[src/fplw_pkg.sv]
`default_nettype none
// ----------------------------------------------------------------------------
// fplw_pkg
// Shared types, codes and helper functions of the fixed-point line walker.
// ----------------------------------------------------------------------------
package fplw_pkg;

    localparam int COORD_W = 8;
    localparam int FRAC_W  = 16;
    localparam int POS_W   = COORD_W + FRAC_W;
    localparam int INC_W   = 18;
    localparam int QUO_W   = 17;
    localparam int DIR_W   = 2;
    localparam int END_W   = 3;
    localparam int PH_W    = 3;
    localparam int FUNC_W  = 2;

    localparam int IN_DATA_W  = 24;
    localparam int OUT_DATA_W = 56;

    localparam int QUEUE_DEPTH = 2;

    // Command codes carried in the input tuser
    typedef enum logic [FUNC_W-1:0] {
        FUNC_PLACE = 2'd0,
        FUNC_WALK  = 2'd1,
        FUNC_TICK  = 2'd2,
        FUNC_NOP   = 2'd3
    } t_func;

    // Facing and heading codes
    localparam logic [DIR_W-1:0] DIR_LEFT  = 2'd0;
    localparam logic [DIR_W-1:0] DIR_RIGHT = 2'd1;
    localparam logic [DIR_W-1:0] DIR_DOWN  = 2'd2;
    localparam logic [DIR_W-1:0] DIR_UP    = 2'd3;
    localparam logic [END_W-1:0] DIR_NONE  = 3'd4;

    // Walk phases
    localparam logic [PH_W-1:0] PH_STOPPED  = 3'd0;
    localparam logic [PH_W-1:0] PH_STARTING = 3'd1;
    localparam logic [PH_W-1:0] PH_WALKING  = 3'd2;
    localparam logic [PH_W-1:0] PH_STOPPING = 3'd3;
    localparam logic [PH_W-1:0] PH_FINISHED = 3'd4;

    localparam logic signed [INC_W-1:0] UNIT_STEP = 18'sh10000;

    typedef struct packed {
        t_func                func;
        logic [COORD_W-1:0]   x;
        logic [COORD_W-1:0]   y;
        logic [END_W-1:0]     end_dir;
    } t_cmd;

    // Full unit step with the given sign
    function automatic logic signed [INC_W-1:0] unit_step(input logic neg);
        unit_step = neg ? -UNIT_STEP : UNIT_STEP;
    endfunction

    // Quarter turn used when the wanted heading is behind the current facing
    function automatic logic [DIR_W-1:0] quarter_turn(input logic [DIR_W-1:0] face);
        logic [DIR_W-1:0] res;
        case (face)
            DIR_LEFT:  res = DIR_DOWN;
            DIR_RIGHT: res = DIR_DOWN;
            DIR_DOWN:  res = DIR_RIGHT;
            default:   res = DIR_LEFT;
        endcase
        quarter_turn = res;
    endfunction

    // One turning step of the facing toward a heading
    function automatic logic [DIR_W-1:0] turn_toward(input logic [DIR_W-1:0] move,
                                                     input logic [DIR_W-1:0] face);
        turn_toward = (move == (face ^ 2'd1)) ? quarter_turn(face) : move;
    endfunction

endpackage
`default_nettype wire

[src/fplw_front.sv]
`default_nettype none
// ----------------------------------------------------------------------------
// fplw_front
// Input stage: takes a command transaction, decodes it and hands it on.
// ----------------------------------------------------------------------------
module fplw_front (
    input  wire logic                          i_clk,
    input  wire logic                          i_rst_n,
    input  wire logic                          i_valid,
    output logic                               o_ready,
    input  wire logic [fplw_pkg::IN_DATA_W-1:0] i_data,
    input  wire logic [fplw_pkg::FUNC_W-1:0]   i_user,
    output logic                               o_cmd_valid,
    input  wire logic                          i_cmd_ready,
    output fplw_pkg::t_cmd                     o_cmd
);

    logic           r_valid;
    fplw_pkg::t_cmd r_cmd;
    fplw_pkg::t_cmd n_cmd;
    logic [fplw_pkg::END_W-1:0] w_end;

    assign o_ready     = !r_valid || i_cmd_ready;
    assign o_cmd_valid = r_valid;
    assign o_cmd       = r_cmd;

    // Out-of-range final facing means no final turn
    always_comb begin
        w_end = i_data[18:16];
        if (w_end > fplw_pkg::DIR_NONE) begin
            w_end = fplw_pkg::DIR_NONE;
        end
        n_cmd.func    = fplw_pkg::t_func'(i_user);
        n_cmd.x       = i_data[7:0];
        n_cmd.y       = i_data[15:8];
        n_cmd.end_dir = w_end;
    end

    always_ff @(posedge i_clk) begin
        if (!i_rst_n) begin
            r_valid <= 1'b0;
        end else if (o_ready) begin
            r_valid <= i_valid;
        end
    end

    always_ff @(posedge i_clk) begin
        if (o_ready && i_valid) begin
            r_cmd <= n_cmd;
        end
    end

endmodule
`default_nettype wire

[src/fplw_queue.sv]
`default_nettype none
// ----------------------------------------------------------------------------
// fplw_queue
// Short command queue between the front and back parts.
// ----------------------------------------------------------------------------
module fplw_queue #(
    parameter int DEPTH = fplw_pkg::QUEUE_DEPTH
) (
    input  wire logic           i_clk,
    input  wire logic           i_rst_n,
    input  wire logic           i_push,
    output logic                o_ready,
    input  wire fplw_pkg::t_cmd i_cmd,
    output logic                o_valid,
    input  wire logic           i_pop,
    output fplw_pkg::t_cmd      o_cmd
);

    localparam int PTR_W = (DEPTH > 1) ? $clog2(DEPTH) : 1;
    localparam int CNT_W = $clog2(DEPTH + 1);

    fplw_pkg::t_cmd   r_mem [DEPTH];
    logic [PTR_W-1:0] r_wr_ptr;
    logic [PTR_W-1:0] r_rd_ptr;
    logic [CNT_W-1:0] r_count;
    logic             w_push;
    logic             w_pop;

    assign o_ready = (r_count != CNT_W'(DEPTH));
    assign o_valid = (r_count != '0);
    assign o_cmd   = r_mem[r_rd_ptr];
    assign w_push  = i_push && o_ready;
    assign w_pop   = i_pop && o_valid;

    function automatic logic [PTR_W-1:0] next_ptr(input logic [PTR_W-1:0] p);
        next_ptr = (p == PTR_W'(DEPTH - 1)) ? '0 : p + PTR_W'(1);
    endfunction

    always_ff @(posedge i_clk) begin
        if (!i_rst_n) begin
            r_wr_ptr <= '0;
            r_rd_ptr <= '0;
            r_count  <= '0;
        end else begin
            if (w_push) begin
                r_wr_ptr <= next_ptr(r_wr_ptr);
            end
            if (w_pop) begin
                r_rd_ptr <= next_ptr(r_rd_ptr);
            end
            if (w_push && !w_pop) begin
                r_count <= r_count + CNT_W'(1);
            end else if (w_pop && !w_push) begin
                r_count <= r_count - CNT_W'(1);
            end
        end
    end

    always_ff @(posedge i_clk) begin
        if (w_push) begin
            r_mem[r_wr_ptr] <= i_cmd;
        end
    end

endmodule
`default_nettype wire

[src/fplw_div.sv]
`default_nettype none
// ----------------------------------------------------------------------------
// fplw_div
// Restoring divider: quotient of num * 65536 / den for num <= den, one bit
// per cycle.
// ----------------------------------------------------------------------------
module fplw_div (
    input  wire logic                            i_clk,
    input  wire logic                            i_rst_n,
    input  wire logic                            i_start,
    input  wire logic [fplw_pkg::COORD_W-1:0]    i_num,
    input  wire logic [fplw_pkg::COORD_W-1:0]    i_den,
    output logic                                 o_done,
    output logic [fplw_pkg::QUO_W-1:0]           o_quo
);

    localparam int CNT_W = $clog2(fplw_pkg::QUO_W + 1);
    localparam int REM_W = fplw_pkg::COORD_W + 1;

    logic                          r_busy;
    logic                          r_done;
    logic [CNT_W-1:0]              r_cnt;
    logic [REM_W-1:0]              r_rem;
    logic [fplw_pkg::COORD_W-1:0]  r_den;
    logic [fplw_pkg::QUO_W-1:0]    r_quo;
    logic                          w_ge;
    logic [REM_W-1:0]              w_diff;
    logic [fplw_pkg::COORD_W-1:0]  w_rem_low;

    assign o_done = r_done;
    assign o_quo  = r_quo;

    // Remainder stays below the divisor, so its low bits hold it exactly
    always_comb begin
        w_ge      = (r_rem >= {1'b0, r_den});
        w_diff    = r_rem - {1'b0, r_den};
        w_rem_low = w_ge ? w_diff[fplw_pkg::COORD_W-1:0] : r_rem[fplw_pkg::COORD_W-1:0];
    end

    always_ff @(posedge i_clk) begin
        if (!i_rst_n) begin
            r_busy <= 1'b0;
            r_done <= 1'b0;
            r_cnt  <= '0;
        end else begin
            r_done <= 1'b0;
            if (i_start) begin
                r_busy <= 1'b1;
                r_cnt  <= CNT_W'(fplw_pkg::QUO_W);
            end else if (r_busy) begin
                r_cnt <= r_cnt - CNT_W'(1);
                if (r_cnt == CNT_W'(1)) begin
                    r_busy <= 1'b0;
                    r_done <= 1'b1;
                end
            end
        end
    end

    always_ff @(posedge i_clk) begin
        if (i_start) begin
            r_rem <= {1'b0, i_num};
            r_den <= i_den;
        end else if (r_busy) begin
            r_quo <= {r_quo[fplw_pkg::QUO_W-2:0], w_ge};
            r_rem <= {w_rem_low, 1'b0};
        end
    end

endmodule
`default_nettype wire

[src/fplw_back.sv]
`default_nettype none
// ----------------------------------------------------------------------------
// fplw_back
// Execution part: walker state, tick and walk sequencing, output register.
// ----------------------------------------------------------------------------
module fplw_back (
    input  wire logic                              i_clk,
    input  wire logic                              i_rst_n,
    input  wire logic                              i_cmd_valid,
    output logic                                   o_pop,
    input  wire fplw_pkg::t_cmd                    i_cmd,
    output logic                                   o_valid,
    input  wire logic                              i_ready,
    output logic [fplw_pkg::OUT_DATA_W-1:0]        o_data
);

    localparam int CW = fplw_pkg::COORD_W;
    localparam int FW = fplw_pkg::FRAC_W;
    localparam int PW = fplw_pkg::POS_W;
    localparam int IW = fplw_pkg::INC_W;
    localparam int DW = fplw_pkg::DIR_W;

    typedef enum logic [1:0] {
        S_IDLE,
        S_DECODE,
        S_DIV,
        S_OUT
    } t_state;

    t_state                        r_state;
    fplw_pkg::t_cmd                r_cmd;
    logic [CW-1:0]                 r_cur_x, r_cur_y, r_goal_x, r_goal_y;
    logic [FW-1:0]                 r_part_x, r_part_y;
    logic signed [IW-1:0]          r_inc_x, r_inc_y;
    logic [DW-1:0]                 r_move, r_face;
    logic [fplw_pkg::PH_W-1:0]     r_phase;
    logic [fplw_pkg::END_W-1:0]    r_end;
    logic                          r_div_to_y;
    logic                          r_div_neg;
    logic                          r_out_valid;
    logic [fplw_pkg::OUT_DATA_W-1:0] r_out_data;

    // Tick results
    logic [CW-1:0]                 t_x, t_y;
    logic [FW-1:0]                 t_part_x, t_part_y;
    logic signed [IW-1:0]          t_inc_x, t_inc_y;
    logic [DW-1:0]                 t_move, t_face;
    logic [fplw_pkg::PH_W-1:0]     t_phase;
    logic [CW-1:0]                 t_sx, t_sy;
    logic                          t_has_end;
    logic [PW-1:0]                 t_vx, t_vy;

    // Walk set-up results
    logic [CW-1:0]                 w_dx, w_dy, w_ax, w_ay;
    logic                          w_neg_x, w_neg_y, w_same, w_need_div;
    logic [DW-1:0]                 w_move;
    logic [CW-1:0]                 w_num, w_den;

    logic                          w_div_start;
    logic                          w_div_done;
    logic [fplw_pkg::QUO_W-1:0]    w_quo;
    logic signed [IW-1:0]          w_quo_inc;

    assign o_pop   = (r_state == S_IDLE) && i_cmd_valid;
    assign o_valid = r_out_valid;
    assign o_data  = r_out_data;

    fplw_div u_div (
        .i_clk   (i_clk),
        .i_rst_n (i_rst_n),
        .i_start (w_div_start),
        .i_num   (w_num),
        .i_den   (w_den),
        .o_done  (w_div_done),
        .o_quo   (w_quo)
    );

    assign w_div_start = (r_state == S_DECODE) && (r_cmd.func == fplw_pkg::FUNC_WALK)
                         && !w_same && w_need_div;
    assign w_quo_inc   = r_div_neg ? -$signed({1'b0, w_quo}) : $signed({1'b0, w_quo});

    // Walk: direction, magnitudes and the divider operands
    always_comb begin
        w_dx       = r_cmd.x - r_cur_x;
        w_dy       = r_cmd.y - r_cur_y;
        w_neg_x    = w_dx[CW-1];
        w_neg_y    = w_dy[CW-1];
        w_ax       = w_neg_x ? (~w_dx + CW'(1)) : w_dx;
        w_ay       = w_neg_y ? (~w_dy + CW'(1)) : w_dy;
        w_same     = (w_dx == '0) && (w_dy == '0);
        w_need_div = (w_dx != '0) && (w_dy != '0);
        if (w_ax < w_ay) begin
            w_move = w_neg_y ? fplw_pkg::DIR_UP : fplw_pkg::DIR_DOWN;
        end else begin
            w_move = w_neg_x ? fplw_pkg::DIR_LEFT : fplw_pkg::DIR_RIGHT;
        end
        if (w_ax > w_ay) begin
            w_num = w_ay;
            w_den = w_ax;
        end else begin
            w_num = w_ax;
            w_den = w_ay;
        end
    end

    // Tick: snap, arrival sequence, turn, advance
    always_comb begin
        t_x       = r_cur_x;
        t_y       = r_cur_y;
        t_part_x  = r_part_x;
        t_part_y  = r_part_y;
        t_inc_x   = r_inc_x;
        t_inc_y   = r_inc_y;
        t_move    = r_move;
        t_face    = r_face;
        t_phase   = r_phase;
        t_has_end = (r_end != fplw_pkg::DIR_NONE);
        t_sx      = r_cur_x;
        t_sy      = r_cur_y;
        t_vx      = '0;
        t_vy      = '0;
        if (!r_move[1] && r_cur_x == r_goal_x) begin
            t_sy = r_goal_y;
        end else if (r_move[1] && r_cur_y == r_goal_y) begin
            t_sx = r_goal_x;
        end
        if (r_phase != fplw_pkg::PH_STOPPED) begin
            t_x = t_sx;
            t_y = t_sy;
            if (t_sx == r_goal_x && t_sy == r_goal_y) begin
                t_inc_x = '0;
                t_inc_y = '0;
                if (r_phase != fplw_pkg::PH_STOPPING && r_phase != fplw_pkg::PH_FINISHED) begin
                    t_phase  = fplw_pkg::PH_STOPPING;
                    t_part_x = '0;
                    t_part_y = '0;
                end else begin
                    if (t_has_end && r_end[DW-1:0] != r_face) begin
                        t_move = r_end[DW-1:0];
                        t_face = fplw_pkg::turn_toward(r_end[DW-1:0], r_face);
                    end
                    if (r_phase == fplw_pkg::PH_STOPPING
                        && (!t_has_end || r_end[DW-1:0] == t_face)) begin
                        t_phase = fplw_pkg::PH_FINISHED;
                    end else if (r_phase == fplw_pkg::PH_FINISHED) begin
                        t_phase = fplw_pkg::PH_STOPPED;
                    end
                end
            end else begin
                if (r_phase == fplw_pkg::PH_STARTING) begin
                    t_phase = fplw_pkg::PH_WALKING;
                end else if (r_move != r_face) begin
                    t_face = fplw_pkg::turn_toward(r_move, r_face);
                end
                if (r_move == t_face) begin
                    t_vx     = {t_sx, r_part_x} + PW'(r_inc_x);
                    t_vy     = {t_sy, r_part_y} + PW'(r_inc_y);
                    t_x      = t_vx[PW-1:FW];
                    t_part_x = t_vx[FW-1:0];
                    t_y      = t_vy[PW-1:FW];
                    t_part_y = t_vy[FW-1:0];
                end
            end
        end
    end

    always_ff @(posedge i_clk) begin
        if (!i_rst_n) begin
            r_state     <= S_IDLE;
            r_cur_x     <= '0;
            r_cur_y     <= '0;
            r_goal_x    <= '0;
            r_goal_y    <= '0;
            r_part_x    <= '0;
            r_part_y    <= '0;
            r_inc_x     <= '0;
            r_inc_y     <= '0;
            r_move      <= fplw_pkg::DIR_LEFT;
            r_face      <= fplw_pkg::DIR_LEFT;
            r_phase     <= fplw_pkg::PH_STOPPED;
            r_end       <= fplw_pkg::DIR_NONE;
            r_out_valid <= 1'b0;
        end else begin
            // S_OUT reloads the output register itself
            if (r_out_valid && i_ready && r_state != S_OUT) begin
                r_out_valid <= 1'b0;
            end
            unique case (r_state)
                S_IDLE: begin
                    if (i_cmd_valid) begin
                        r_cmd   <= i_cmd;
                        r_state <= S_DECODE;
                    end
                end
                S_DECODE: begin
                    r_state <= S_OUT;
                    unique case (r_cmd.func)
                        fplw_pkg::FUNC_PLACE: begin
                            r_cur_x  <= r_cmd.x;
                            r_cur_y  <= r_cmd.y;
                            r_goal_x <= r_cmd.x;
                            r_goal_y <= r_cmd.y;
                            r_part_x <= '0;
                            r_part_y <= '0;
                            r_inc_x  <= '0;
                            r_inc_y  <= '0;
                            r_phase  <= fplw_pkg::PH_STOPPED;
                        end
                        fplw_pkg::FUNC_WALK: begin
                            r_part_x <= '0;
                            r_part_y <= '0;
                            r_goal_x <= r_cmd.x;
                            r_goal_y <= r_cmd.y;
                            r_end    <= r_cmd.end_dir;
                            if (w_same) begin
                                r_phase <= fplw_pkg::PH_STOPPED;
                                if (r_cmd.end_dir != fplw_pkg::DIR_NONE) begin
                                    r_face <= r_cmd.end_dir[DW-1:0];
                                end
                            end else begin
                                if (r_phase != fplw_pkg::PH_WALKING) begin
                                    r_phase <= fplw_pkg::PH_STARTING;
                                end
                                r_move <= w_move;
                                if (w_dx == '0) begin
                                    r_inc_x <= '0;
                                    r_inc_y <= fplw_pkg::unit_step(w_neg_y);
                                end else if (w_dy == '0) begin
                                    r_inc_x <= fplw_pkg::unit_step(w_neg_x);
                                    r_inc_y <= '0;
                                end else if (w_ax > w_ay) begin
                                    r_inc_x    <= fplw_pkg::unit_step(w_neg_x);
                                    r_div_to_y <= 1'b1;
                                    r_div_neg  <= w_neg_y;
                                    r_state    <= S_DIV;
                                end else begin
                                    r_inc_y    <= fplw_pkg::unit_step(w_neg_y);
                                    r_div_to_y <= 1'b0;
                                    r_div_neg  <= w_neg_x;
                                    r_state    <= S_DIV;
                                end
                            end
                        end
                        fplw_pkg::FUNC_TICK: begin
                            r_cur_x  <= t_x;
                            r_cur_y  <= t_y;
                            r_part_x <= t_part_x;
                            r_part_y <= t_part_y;
                            r_inc_x  <= t_inc_x;
                            r_inc_y  <= t_inc_y;
                            r_move   <= t_move;
                            r_face   <= t_face;
                            r_phase  <= t_phase;
                        end
                        default: begin
                        end
                    endcase
                end
                S_DIV: begin
                    if (w_div_done) begin
                        if (r_div_to_y) begin
                            r_inc_y <= w_quo_inc;
                        end else begin
                            r_inc_x <= w_quo_inc;
                        end
                        r_state <= S_OUT;
                    end
                end
                S_OUT: begin
                    if (!r_out_valid || i_ready) begin
                        r_out_valid <= 1'b1;
                        r_out_data  <= {1'b0, r_phase, r_move, r_face,
                                        r_part_y, r_part_x, r_cur_y, r_cur_x};
                        r_state     <= S_IDLE;
                    end
                end
                default: begin
                    r_state <= S_IDLE;
                end
            endcase
        end
    end

endmodule
`default_nettype wire

[src/fixed_point_line_walker_unit.sv]
`default_nettype none
// ----------------------------------------------------------------------------
// fixed_point_line_walker_unit
// Steps a point toward a target along a straight line in 8.16 fixed point.
// ----------------------------------------------------------------------------
// Each command transaction on the slave side (place, walk, tick or no-op,
// chosen by tuser) produces exactly one status transaction on the master side
// with the position, fractions, facing, heading and walk phase after the
// command. A front stage registers and decodes commands and pushes them into a
// short queue; the back part pops one command at a time, updates the walker
// state and loads the result into an output register, so new commands keep
// flowing into the queue while a result waits to be taken. Place, tick, no-op
// and axis-aligned walks pass only through the decode and output states; a walk
// whose line is not aligned with an axis also waits in the divide state for the
// restoring divider that forms the 17-bit minor-axis increment. A command
// passes the front register and then the queue, which offers it once stored.
// ----------------------------------------------------------------------------
module fixed_point_line_walker_unit #(
    parameter int QUEUE_DEPTH = fplw_pkg::QUEUE_DEPTH
) (
    input  wire logic                              i_clk,
    input  wire logic                              i_rst_n,
    // Command stream
    input  wire logic                              s_axis_tvalid,
    output logic                                   s_axis_tready,
    // tdata: coord_x [7:0], coord_y [15:8], final_dir [18:16], zero [23:19]
    input  wire logic [fplw_pkg::IN_DATA_W-1:0]    s_axis_tdata,
    // tuser: func [1:0]
    input  wire logic [fplw_pkg::FUNC_W-1:0]       s_axis_tuser,
    // Status stream
    output logic                                   m_axis_tvalid,
    input  wire logic                              m_axis_tready,
    // tdata: pos_x [7:0], pos_y [15:8], frac_x [31:16], frac_y [47:32],
    //        facing [49:48], heading [51:50], walk_phase [54:52], zero [55]
    output logic [fplw_pkg::OUT_DATA_W-1:0]        m_axis_tdata
);

    // Front-to-queue transaction
    logic           w_front_valid;
    logic           w_front_ready;
    fplw_pkg::t_cmd w_front_cmd;

    // Queue-to-back transaction
    logic           w_q_valid;
    logic           w_q_pop;
    fplw_pkg::t_cmd w_q_cmd;

    // Register, decode and clamp the incoming command
    fplw_front u_front (
        .i_clk       (i_clk),
        .i_rst_n     (i_rst_n),
        .i_valid     (s_axis_tvalid),
        .o_ready     (s_axis_tready),
        .i_data      (s_axis_tdata),
        .i_user      (s_axis_tuser),
        .o_cmd_valid (w_front_valid),
        .i_cmd_ready (w_front_ready),
        .o_cmd       (w_front_cmd)
    );

    // Hold decoded commands while the back part is busy
    fplw_queue #(
        .DEPTH (QUEUE_DEPTH)
    ) u_queue (
        .i_clk   (i_clk),
        .i_rst_n (i_rst_n),
        .i_push  (w_front_valid),
        .o_ready (w_front_ready),
        .i_cmd   (w_front_cmd),
        .o_valid (w_q_valid),
        .i_pop   (w_q_pop),
        .o_cmd   (w_q_cmd)
    );

    // Execute one command at a time and drive the status stream
    fplw_back u_back (
        .i_clk       (i_clk),
        .i_rst_n     (i_rst_n),
        .i_cmd_valid (w_q_valid),
        .o_pop       (w_q_pop),
        .i_cmd       (w_q_cmd),
        .o_valid     (m_axis_tvalid),
        .i_ready     (m_axis_tready),
        .o_data      (m_axis_tdata)
    );

endmodule
`default_nettype wire
[config.mk]
export PLATFORM = sky130hd
export DESIGN_NAME = fixed_point_line_walker_unit
export DESIGN_NICKNAME = d
export VERILOG_FILES = /design/src/fplw_pkg.sv /design/src/fplw_front.sv /design/src/fplw_queue.sv /design/src/fplw_div.sv /design/src/fplw_back.sv /design/src/fixed_point_line_walker_unit.sv
export SDC_FILE = /design/constraint.sdc
export NUM_CORES = 1
export LEC_CHECK = 0
export ABC_AREA = 1
export ABC_CLOCK_PERIOD_IN_PS = 4700
export BUFFER_PORTS_ARGS = -buffer_cell sky130_fd_sc_hd__buf_2
export CAP_MARGIN = 20
export CORE_UTILIZATION = 56
export DETAILED_ROUTE_END_ITERATION = 6
export PLACE_DENSITY = 0.75
export SLEW_MARGIN = 0
export SYNTH_ARGS = -nofsm -noshare
export SYNTH_HDL_FRONTEND = slang
export SYNTH_SLANG_ARGS = --single-unit
[constraint.sdc]
create_clock -name i_clk -period 4.7 [get_ports i_clk]
set_input_delay 0.235 -clock i_clk [delete_from_list [all_inputs] [get_ports i_clk]]
set_output_delay 0.235 -clock i_clk [all_outputs]
set_load 0.005 [all_outputs]
; ---- Word-level counts from Yosys, hierarchy flattened
; Memory sizes are Yosys's and may differ from the RTL's. A register that Yosys moved wholly into a read port is not among the register bits.
; Index checks and enable logic that the tools add are counted.
[word_totals]
elab_cells = 283
mem_count = 1
input_bits = 30
ramBits = 42
output_inout_bits = 58
ff_bits = 237
[classes]
bitwise_logic = 9
n_addsub = 13
order_cmp = 4
muxes = 108
eq_ne = 52
reduce_logical = 63
[mem_list]
columns = memory, words, width, read_ports, rd_clocked_by_memory_dff, wr, line
row1 = u_queue.r_mem, 2, 21, 1, 1, 1, fplw_queue.sv:22  ; fplw_pkg::t_cmd r_mem [DEPTH];
[ops]
columns = cell, count
row1 = two-way mux 18 bit, 17
row2 = two-way mux 8 bit, 16
row3 = two-way mux 16 bit, 7
row4 = case mux 18 bit (3 select lines), 2
row5 = case mux 18 bit (2 select lines), 2
row6 = case mux 16 bit (2 select lines), 2
row7 = two-way mux 2 bit, 29
row8 = adder 24 bit, 2
row9 = equality test 8 bit, 4
row10 = case mux 8 bit (2 select lines), 2
row11 = two-way mux 3 bit, 8
row12 = "inequality test 3 bit, second input constant", 8
row13 = subtractor 8 bit, 3
row14 = logical AND 1 bit, 19
row15 = negation 17 -> 18 bit, 1
row16 = AND reduction 6 bit, 3
row17 = "adder 8 x 1 -> 8 bit, second input constant", 2
row18 = logical NOT 8 bit, 2
row19 = two-way mux 1 bit, 16
row20 = NOT 8 bit, 2
row21 = AND reduction 8 bit, 2
row22 = nonzero test 8 bit, 2
row23 = "inequality test 5 bit, second input constant", 3
row24 = "inequality test 2 x 1 -> 1 bit, second input constant", 7
row25 = 36 further kinds, 88

; ---- Logic depth before layout (Yosys ltp)
; Gate-level depths: netlist (run 1).
[depth]
ltp_word = 16
ltp_mapped = 28

; ---- Hierarchy
; A second synthesis (run 1) with hierarchy kept.
[unflattened]
hier_cells = 2249
hier_area_um2 = 17588.1
[modules_own_cells]
columns = module, instances, cells_per_inst, area_each_um2
row1 = fplw_back, 1, 1911, 13045.0
row2 = fplw_div, 1, 200, 1989.4
row3 = fplw_queue, 1, 102, 1841.8
row4 = fplw_front, 1, 36, 711.9

; ---- Least setup slack after synthesis (run 1)
; Ideal clock, no wire load.
[synth_timing]
kind = input to register
start = input i_rst_n
end = register u_back.r_out_data (netlist bit u_back.o_data[0]), enable pin
arrival_time_ps = 4511
stages = 3
setup_time_ps = 535
path_slack_ps = -346
n_path_buf = 1
path_cell_list = clkbuf_1 clkinv_1 nor3_1
[synth_between]
elab_chain_cells = 1
[synth_rtl]
columns = element, line
row1 = from (decl), fixed_point_line_walker_unit.sv:22  ; input wire logic i_rst_n,
row2 = AND reduction 3 bit (no line), -
row3 = to (signal assigned), fplw_back.sv:272  ; r_out_data <= {1'b0, r_phase, r_move, r_face,
row4 = to (decl), fplw_back.sv:41  ; logic [fplw_pkg::OUT_DATA_W-1:0] r_out_data;
; No other way between the ends.
; A chain may end at the register's enable or synchronous reset.

; ---- Worst setup path in the final report (run 1)
[layout_timing]
start = register u_back.r_cur_x[5]
end = register u_back.r_inc_y[6]
[layout_between]
elab_chain_cells = 7
[layout_rtl]
columns = element, line
row1 = from (decl), fplw_back.sv:32  ; logic [CW-1:0] r_cur_x, r_cur_y, r_goal_x, r_goal_y;
row2 = from (signal assigned), fplw_back.sv:199  ; r_cur_x <= r_cmd.x;
row3 = from (signal assigned), fplw_back.sv:245  ; r_cur_x <= t_x;
row4 = subtractor 8 bit or equality test 8 bit (tied branches), "fplw_back.sv:84, fplw_back.sv:122"
row5 = NOT 8 bit or logical AND 1 bit (tied branches), "fplw_back.sv:88, fplw_back.sv:122"
row6 = adder 8 x 1 -> 8 bit or two-way mux 8 bit (tied branches), "fplw_back.sv:88, fplw_back.sv:122"
row7 = two-way mux 8 bit or equality test 8 bit (tied branches), "fplw_back.sv:88, fplw_back.sv:130"
row8 = greater-than comparator 8 bit or logical AND 1 bit (tied branches), "fplw_back.sv:231, fplw_back.sv:130"
row9 = inequality test 5 bit (no line) or inequality test 3 bit (tied branches), -
row10 = AND reduction 8 bit (no line), -
row11 = to (signal assigned), fplw_back.sv:227  ; r_inc_y <= fplw_pkg::unit_step(w_neg_y);
row12 = to (signal assigned), fplw_back.sv:237  ; r_inc_y <= fplw_pkg::unit_step(w_neg_y);
row13 = to (signal assigned), fplw_back.sv:250  ; r_inc_y <= t_inc_y;
row14 = to (decl), fplw_back.sv:34  ; logic signed [IW-1:0] r_inc_x, r_inc_y;
; Several ways; a longest one is shown, not always the timed one. The select of a mux whose other input is x is not followed.

==> impl_metrics.yaml, run 1 <==
outcome:
  status: "completed"
worst_setup_path:
  cp.required_ns: 5.13
  critical_path_class: "flip-flop to flip-flop"
  crit_path_end_kind: "flip-flop"
  cp.arrival_ns: 4.86
  crit_path_start_kind: "flip-flop"
  critical_path.max_fanout: 13
timing:
  rsz0062_at_grt: "true"
  max_clock_freq_mhz: 226
  tightest_slew_ns: 0.899
  finClkSkew_ns: 0.0257
  post-route-min-period_ns: 4.43
  finalSetupTns_ns: 0
  fin_hold_ws_ns: 0.0234
  max_slew_margin_pct: 40.1
  slew_viol_final: 0
  post-route-period-util_pct: 94.2
  setup_viol: 0
  hold_viol: 0
logic_synthesis:
  syn-cell-area_um2: 17100
  synth_top_area_share_pct: 30.6
  synthArstFlopShare_pct: 0
  syn_nets: 2285
  ys.flop_type: "edfxtp_1"
  synth_commonest_cells: "nand2_1 (579), nor2_1 (243), inv_1 (234)"
  synth_area_leaders: "edfxtp_1 (31%), dfxtp_1 (15%), nand2_1 (13%)"
  synthCells: 2160
  synth_enable_flop_cells: 174
  syn_area_per_cell_um2: 7.90
  synth_most_common_cell: "nand2_1"
  synth_cell_type_count: 48
  synth_seq_cells: 300
  yosysWarnings: 0
  seq_area_frac_synth_pct: 45.4
  yosys.area.top_type: "edfxtp_1"
cts:
  clk_latency_ns: 0.54
  cts_tree: "done"
  cts_buffers: 34
  htreeDepth: 2
  clockBufferDepth: 3
  cts_sinks: 300
  cts-root-buf: "clkbuf_16"
  path_clk_slew_ns: 0.06
min_path:
  worstHoldPathType: "input pin to flip-flop"
detailed_routing:
  num_vias: 14700
  dr.pass1.iters: 5
  drc: 0
  viasPerCell: 5.51
  drt_iter0_drc: 1227
  detail-route-antenna-nets: 0
  drt_wl_total_um: 44400
  wl_per_cell_um: 16.6
floorplanning:
  fp.dieH_um: 177
  start_util_pct: 57.2
  core_area_um2: 29800
  die_x_um: 177
  die-area_um2: 31200
  io_pins: 88
  core.rowCount: 63
grt:
  grt_use_total_pct: 28.0
  grt_max_degree: 82
  antenna_found_initial: 1
  grt_pass1_vias: 13700
  grt-ovfl-total: 0
  grt_first_pass_wirelength_um: 68800
finish:
  finish.net_count: 2384
  n_antenna_cell: 0
  nFillCells: 2546
  area_delta_synth_final_pct: 12.8
  multi_input_area_um2: 8150
  register_area_um2: 7750
  drive_gt1_share_pct: 9.37
  stdcell_count: 2674
place:
  dp_cells: 2589
  io_buffer_count: 81
  gp_congestion: 0.942
  hpwl_um: 31400
pwr:
  pwr-share-clk_pct: 21.4
  pwr-share-seq_pct: 30.1
  p_switching_mw: 5.78
  cellPowerDensity_nw_per_um2: 669
  power_leakage_nw: 8.64
  vdd_drop_max_uv: 529
  p_comb_share_pct: 48.5
  swShare_pct: 44.9
  intPower_mw: 7.10
job:
  cap_violations: 0
==> power by group through the flow <==
stage | Combinational (mW) | Sequential (mW) | Clock [mW]
6_report | 6.24 | 3.87 | 2.76
5_1_grt | 6.96 | 3.92 | 2.89
4_1_cts | 6.07 | 3.86 | 2.79
3_5_place_dp | 6.02 | 3.91 | 0
3_3_place_gp | 5.88 | 3.89 | 0
2_1_floorplan | 4.69 | 3.74 | 0
==> repair_timing <==
item | 4_1_cts | 5_1_grt
endpoints found under the setup margin | 0 | 26
hold buffers | 20 | 0
buffers inserted | 0 | 2
resized for setup | 0 | 2
hold endpoints to repair | 20 | 0
==> through the flow <==
| step | instance area (um2) | utilization, % | power, mW | setup WS [ns] |
|---|---|---|---|---|
| CTS | 19200 | 64.4 | 12.7 | 0.280 |
| floorplan | 17100 | - | 8.43 | 1.10 |
| detailed placement | 17800 | 59.7 | 9.93 | 0.349 |
| global route | 19200 | 64.6 | 13.8 | -0.00776 |
| global placement | 17800 | 59.7 | 9.76 | 0.487 |
| finish | 19200 | 64.6 | 12.9 | 0.271 |
==> final timing paths <==
| check | startpoint | to | slack [ns] | depth (start not counted) |
|---|---|---|---|---|
| max reg2reg | u_back.r_cur_x[5] | u_back.r_inc_y[6] | 0.27 | 24 |
| min | s_axis_tdata[17] | u_front.o_cmd[1] | 0.02 | 3 |
| max | u_back.r_cur_x[5] | u_back.r_inc_y[6] | 0.27 | 24 |
| min reg2reg | u_front.o_cmd[20] | u_queue.r_mem[1][20] | 0.45 | 0 |
==> cell type report <==
type	count	share of cell area, %
clock inverters	20	1.52
repair buffers	119	3.85
inverters	245	4.78
multi-input cells	1559	42.4
well taps	390	2.54
flip-flops and latches	300	40.3
clock buffers	41	4.66
==> per-layer routing <==
metal,vias up,global-route usage [%],routed length [um]
li1,7334,-,-
met1,6859,38.2,20100
met2,475,45.6,20300
met3,70,4.97,2970
met4,0,8.05,1030
met5,-,0,0
==> cells in the final DEF, fill, tap and decap left out, types with 6 or more instances in the layout <==
cell / netlist / final
a21oi_1: 185 / 185
nand3_1: 116 / 116
inv_1: 234 / 234
o211ai_1: 9 / 9
nor2_2: 14 / 14
or2_2: 6 / 6
o21bai_1: 9 / 9
buf_4: 2 / 18
nor3_1: 21 / 20
a21o_1: 12 / 12
edfxtp_1: 174 / 174
xor2_1: 36 / 35
nand2_1: 579 / 579
clkinv_1: 3 / 6
o21ai_0: 125 / 125
xnor2_1: 23 / 23
clkbuf_16: 0 / 34
ha_1: 90 / 90
dlygate4sd3_1: 0 / 20
nor2_1: 243 / 243
nand2_2: 10 / 10
nand4_1: 21 / 21
dfxtp_1: 126 / 126
buf_2: 13 / 81
inv_2: 8 / 8
nor2_4: 4 / 6
==> cell families (layout without fill, tap and decap cells) <==
group | count (synthesis) | count (layout) | share of synthesized area (%)
buffers and inverters | 303 | 425 | 7.09
AOI/OAI and AO/OA | 361 | 361 | 11.3
xor gates and xnor gates | 59 | 59 | 3.03
adders and majority gates | 95 | 95 | 7.19
DFF | 300 | 300 | 45.4
other | 1 | 1 | 0.0220
and+or+nand+nor | 1041 | 1043 | 25.9
==> worst max-delay path, cell delays in order, from the launching register on <==
cell	delay, ns
dfxtp_1	0.43
inv_1	0.11
ha_1	0.37
nand2_1	0.12
inv_1	0.04
a21oi_1	0.28
nand3_2	0.14
nand2_4	0.18
inv_1	0.10
or2_2	0.28
o21ai_0	0.20
inv_1	0.12
ha_1	0.32
a21oi_1	0.06
o21ai_0	0.13
nand2_1	0.09
nand2_1	0.08
nand2_1	0.06
inv_1	0.30
nand4_4	0.22
nand2_2	0.24
nor2_4	0.06
buf_4	0.18
nor2_1	0.13
nor2_2	0.05
==> state kept, by name, indices dropped and copies added, names as in the netlist, 16 cells and up <==
register	count
u_back.u_div.o_quo	17
u_back.r_part_y	16
u_back.r_inc_y	18
u_queue.r_mem	42
u_back.o_data	55
u_back.r_part_x	16
u_back.r_cmd	21
u_back.r_inc_x	18
u_front.o_cmd	21
No activity file was read; power rests on OpenSTA's default activity.
==> run 2, diff against run 1 <==
--- a/config.mk
+++ b/config.mk
@@ -9,9 +9,11 @@
 export ABC_CLOCK_PERIOD_IN_PS = 4700
 export BUFFER_PORTS_ARGS = -buffer_cell sky130_fd_sc_hd__buf_2
 export CAP_MARGIN = 20
-export CORE_UTILIZATION = 56
+export CORE_UTILIZATION = 58
+export CTS_BUF_LIST = sky130_fd_sc_hd__clkbuf_4 sky130_fd_sc_hd__clkbuf_8
 export DETAILED_ROUTE_END_ITERATION = 6
-export PLACE_DENSITY = 0.75
+export PLACE_DENSITY = 0.77
+export REMOVE_ABC_BUFFERS = 1
 export SLEW_MARGIN = 0
 export SYNTH_ARGS = -nofsm -noshare
 export SYNTH_HDL_FRONTEND = slang
==> run 2 against run 1 <==
The flow now finishes with violations (design-rule violations). Sequential power is essentially flat. Flip-flop and latch count is the same. Wire length shrank 2.7%. Clock skew shrank 0.0058 ns. Sequential share of layout area grew 0.097 points. Critical path type unchanged.
==> impl_metrics.yaml, run 2 (synthesis results as in run 1) <==
outcome:
  status: "finished with violations"
  violations: "design-rule violations"
detailed_routing:
  detail-route-antenna-nets: 0
  dr.pass1.iters: 7
  viasPerCell: 5.47
  drt_iter0_drc: 1311
  drc: 1
  wl_per_cell_um: 16.0
  num_vias: 14800
  drt_wl_total_um: 43200
worst_setup_path:
  worstSetupStartpoint: "u_back.r_cmd[11]"
  critical_path_class: "flip-flop to flip-flop"
  path_buf_inv: 6
  cp.required_ns: 5.18
  crit_chain: "inv_1, ha_1, inv_1, fa_1, inv_1, ha_1, or2_2, o21ai_0, inv_1, ha_1, a21oi_1, o21ai_0, nand2_1, nand2_1, nand2_1, inv_1, nand4_4, nand2_2, nor2_4, buf_12, nor2_1, nor2_2"
  cp.arrival_ns: 4.79
  r2r_end: "u_back.r_inc_y[7]"
  crit_path_end_kind: "flip-flop"
  r2r_slack_ns: 0.39
  reg2reg_depth: 22
  cp.depth: 22
  crit_path_start_kind: "flip-flop"
  r2r-start: "u_back.r_cmd[11]"
  max_stage_delay_ns: 0.59
  crit_family: "adder cells"
  critical_path.max_fanout: 16
  cp_common_cell: "inv_1"
  crit_slowest_cell: "fa_1"
  endpoint: "u_back.r_inc_y[7]"
cts:
  cts-root-buf: "clkbuf_8"
  cts_buffers: 49
  cts_sinks: 300
  clk_latency_ns: 0.59
  path_clk_slew_ns: 0.07
  htreeDepth: 2
  cts_tree: "done"
  clockBufferDepth: 3
job:
  cap_violations: 0
pwr:
  cellPowerDensity_nw_per_um2: 656
  finalPower_mw: 12.6
  vdd_drop_max_uv: 447
  power_leakage_nw: 8.68
floorplanning:
  core.rowCount: 62
  die-area_um2: 30100
  io_pins: 88
  fp.dieH_um: 173
  die_x_um: 173
  core_area_um2: 28800
  start_util_pct: 59.3
grt:
  gr-usage-met2_pct: 47.2
  grtUsageMet1_pct: 38.1
  grt_use_total_pct: 28.3
  grt_pass1_vias: 14100
  grt_first_pass_wirelength_um: 68800
  grt_max_degree: 82
  antenna_found_initial: 0
  grt-ovfl-total: 0
  gr-max-usage-layer: "met2"
  grt_util_met3_pct: 4.56
timing:
  fin_hold_ws_ns: 0.0980
  rsz0062_at_grt: "false"
  post-route-period-util_pct: 91.7
  post-route-min-period_ns: 4.31
  finalSetupTns_ns: 0
  tightest_slew_ns: 0.922
  fin_ws_ns: 0.390
  slew_viol_final: 0
  finClkSkew_ns: 0.0199
  setup_viol: 0
  max_clock_freq_mhz: 232
  hold_viol: 0
  max_slew_margin_pct: 38.5
finish:
  nFillCells: 2434
  area_delta_synth_final_pct: 12.5
  largest_register_ffs: 55
  fin_util_pct: 66.7
  mostFrequentLayoutCell: "nand2_1"
  n_antenna_cell: 0
  drive_gt1_share_pct: 10.6
  finish.net_count: 2399
  final_cell_mix: "nand2_1 (579), nor2_1 (243), inv_1 (234)"
min_path:
  worstHoldPathType: "input pin to flip-flop"
  whs_path_depth: 4
  hold_start: "m_axis_tready"
place:
  dp_slack_ns: 0.343
  io_buffer_count: 81
  gp_congestion: 0.967
  hpwl_um: 30900
-- run 2: cell type report --
class / count / area (um2) / share of cell area [%]
repair buffers: 119 / 778 / 4.06
multi-input cells: 1559 / 8140 / 42.4
inverters: 245 / 920 / 4.79
clock buffers: 68 / 861 / 4.49
well taps: 384 / 480 / 2.50
clock inverters: 24 / 259 / 1.35
flip-flops and latches: 300 / 7750 / 40.4
-- run 2: per-stage QoR --
stage	instance area, um2	instances
6_report	19200	2699
3_5_place_dp	17800	2582
2_1_floorplan	16800	2102
4_1_cts	19100	2696
3_3_place_gp	17800	2581
5_1_grt	19200	2699
-- run 2: what timing repair did --
item	in CTS	in global routing
buffers inserted	0	1
hold buffers	22	0
hold endpoints to repair	22	0
resized for setup	0	2
endpoints found under the setup margin	0	36
-- run 2: per-layer routing --
metal | routed length, um | up-vias
li1 | - | 7369
met1 | 19200 | 6790
met2 | 20100 | 539
met3 | 2910 | 79
met4 | 923 | 0
met5 | 0 | -
-- run 2: worst min-delay path by stage --
stage	to
after floorplan	u_back.r_end[2]
after global placement	u_front.o_cmd[3]
after detailed placement	u_front.o_cmd[10]
after CTS	u_back.o_valid
after global routing	u_back.o_valid
final	u_back.o_valid
-- run 2: worst reg2reg max path: cells and delay by family (launching register included) --
family | cells | cell delay [ns]
fa+ha+maj | 4 | 1.31
simple gates | 9 | 1.24
buf+inv | 6 | 0.84
flops | 1 | 0.43
compound gates | 3 | 0.37
-- run 2: where the power goes --
| part | total (mW) | switching, mW | internal [mW] | leakage (nW) |
|---|---|---|---|---|
| combinational | 6.17 | 4.14 | 2.03 | 5.45 |
| sequential | 3.87 | 0.421 | 3.45 | 2.63 |
| clock | 2.55 | 1.08 | 1.48 | 0.594 |
| total | 12.6 | 5.64 | 6.96 | 8.68 |
==> run 3, diff against run 2 <==
--- a/config.mk
+++ b/config.mk
@@ -9,6 +9,7 @@
 export ABC_CLOCK_PERIOD_IN_PS = 4700
 export BUFFER_PORTS_ARGS = -buffer_cell sky130_fd_sc_hd__buf_2
 export CAP_MARGIN = 20
+export CORE_ASPECT_RATIO = 1.75
 export CORE_UTILIZATION = 58
 export CTS_BUF_LIST = sky130_fd_sc_hd__clkbuf_4 sky130_fd_sc_hd__clkbuf_8
 export DETAILED_ROUTE_END_ITERATION = 6
==> run 3 against run 2 <==
Cell count decreased by 0.37%. Wire length rose by 5.8%. Non-clock buffer count increased by 6. Clock power hardly changed. Sequential power about the same. The flow now finishes without violations. Hold slack improved by 0.26 ns. Critical path depth increased by 3. Global-route usage is 2.1 points higher. Cell area fell by 0.31%. Critical path type unchanged. Combinational power is 4.7% higher.
==> impl_metrics.yaml, run 3 (synthesis results as in run 1) <==
outcome:
  status: "completed"
worst_setup_path:
  crit_path_start_kind: "flip-flop"
  critical_path.max_fanout: 18
  cp.arrival_ns: 4.82
  critical_path_class: "flip-flop to flip-flop"
  crit_path_end_kind: "flip-flop"
  cp.required_ns: 5.19
floorplanning:
  start_util_pct: 59.4
  io_pins: 88
  fp.dieH_um: 229
  die_x_um: 132
  core.rowCount: 82
  die-area_um2: 30100
  core_area_um2: 28700
pwr:
  vdd_drop_max_uv: 535
  p_switching_mw: 5.84
  cellPowerDensity_nw_per_um2: 673
  p_comb_share_pct: 50.2
  pwr-share-seq_pct: 30.0
  pwr-share-clk_pct: 19.8
  power_leakage_nw: 8.65
  intPower_mw: 7.04
  swShare_pct: 45.3
timing:
  slew_viol_final: 0
  post-route-min-period_ns: 4.34
  post-route-period-util_pct: 92.3
  fin_ws_ns: 0.363
  rsz0062_at_grt: "false"
  hold_viol: 0
  finClkSkew_ns: 0.0328
  max_slew_margin_pct: 39.3
  setup_viol: 0
  max_clock_freq_mhz: 231
  tightest_slew_ns: 0.911
cts:
  clk_latency_ns: 0.59
  clockBufferDepth: 3
  ctsResizeCount: 0
  post-cts-setup-buffers: 0
  cts-root-buf: "clkbuf_8"
  cts_buffers: 45
  path_clk_slew_ns: 0.07
  cts_sinks: 300
  htreeDepth: 2
  cts_tree: "done"
detailed_routing:
  drc: 0
  num_vias: 14900
  viasPerCell: 5.56
  drt_wl_total_um: 45700
  wl_per_cell_um: 17.0
  detail-route-antenna-nets: 0
  dr.pass1.iters: 5
  drt_iter0_drc: 998
grt:
  grt-ovfl-total: 0
  grt_pass1_vias: 14600
  grt_use_total_pct: 30.5
  grt_first_pass_wirelength_um: 71900
  antenna_found_initial: 0
  grt_max_degree: 82
finish:
  area_delta_synth_final_pct: 12.1
  n_antenna_cell: 0
  drive_gt1_share_pct: 10.2
  final_cell_mix: "nand2_1 (579), nor2_1 (243), inv_1 (234)"
  stdcell_count: 2689
  largest_register_ffs: 55
  finish.net_count: 2400
  mostFrequentLayoutCell: "nand2_1"
min_path:
  worstHoldPathType: "input pin to flip-flop"
place:
  gp_congestion: 0.937
  io_buffer_count: 81
  dp_cells: 2582
  hpwl_um: 33100
  dp_slack_ns: 0.447
job:
  cap_violations: 0
## run 3: cell count changes in the layout (fill, tap and decap cells not counted), moves of 2 or more
cell / previous run / this run
buf_4: 14 / 21
clkinv_2: 10 / 4
clkbuf_8: 56 / 51
bufinv_16: 5 / 8
clkinv_1: 9 / 12
clkbuf_4: 12 / 10
## run 3: power by group through the flow
stage               clock (mW)  combinational (mW)  sequential (mW)
floorplan                    0                4.46             3.77
global placement             0                6.14             3.89
detailed placement           0                6.30             3.91
CTS                       2.59                6.36             3.86
global route              2.69                7.20             3.91
finish                    2.55                6.46             3.87
## run 3: worst paths after layout
kind | to | slack, ns | from | cells after the start
setup / recovery | u_back.r_inc_y[11] | 0.36 | u_back.r_cmd[3] | 25
setup reg to reg | u_back.r_inc_y[11] | 0.36 | u_back.r_cmd[3] | 25
hold reg to reg | u_queue.r_mem[0][14] | 0.44 | u_front.o_cmd[14] | 0
hold / removal | u_front.o_cmd[20] | 0.36 | s_axis_tuser[1] | 2
## run 3: per-layer routing
metal  part of all wire [%]  track usage, %
met3                    4.3            3.90
met4                    7.8            23.4
met5                      0               0
met2                     53            57.5
met1                     35            29.6
## run 3: layout make-up
type | count | area, um2
Fill cell | 2454 | 9600
Multi-Input combinational cell | 1558 | 8120
Sequential cell | 300 | 7750
Inverter | 245 | 920
Timing Repair Buffer | 125 | 793
Clock buffer | 61 | 777
Tap cell | 378 | 473
Clock inverter | 22 | 302
## run 3: critical path: stages (launching register included)
cell and delay [ns]:
edfxtp_1 0.41, inv_1 0.09, ha_1 0.14, inv_1 0.08
fa_1 0.51, inv_1 0.09, ha_1 0.17, inv_1 0.04
nor2_1 0.10, nand3_1 0.12, nor2_2 0.20, nand3_1 0.10
nand2_1 0.09, xor2_1 0.35, ha_1 0.31, nand2_1 0.08
o21a_1 0.15, nand2_1 0.07, nand2_1 0.11, inv_1 0.09
nand4_4 0.16, nand2_2 0.15, nor2_4 0.40, nand2_1 0.09
nand2_1 0.09, nor2_2 0.04
## run 3: metrics by stage
step	power, mW	util [%]	area, um2	hold slack, ns	setup TNS (ns)
final	12.9	66.6	19100	0.362	0
after global placement	10.0	62.0	17800	0.411	0
after floorplan	8.23	-	16800	0.334	-38.03
after CTS	12.8	66.5	19100	0.325	0
after detailed placement	10.2	62.0	17800	0.413	0
after global routing	13.8	66.6	19100	0.367	0
## run 3: timing repair
item                                    in CTS  in global routing
hold endpoints to repair                    23                  0
hold buffers                                23                  0
endpoints found under the setup margin       0                  3
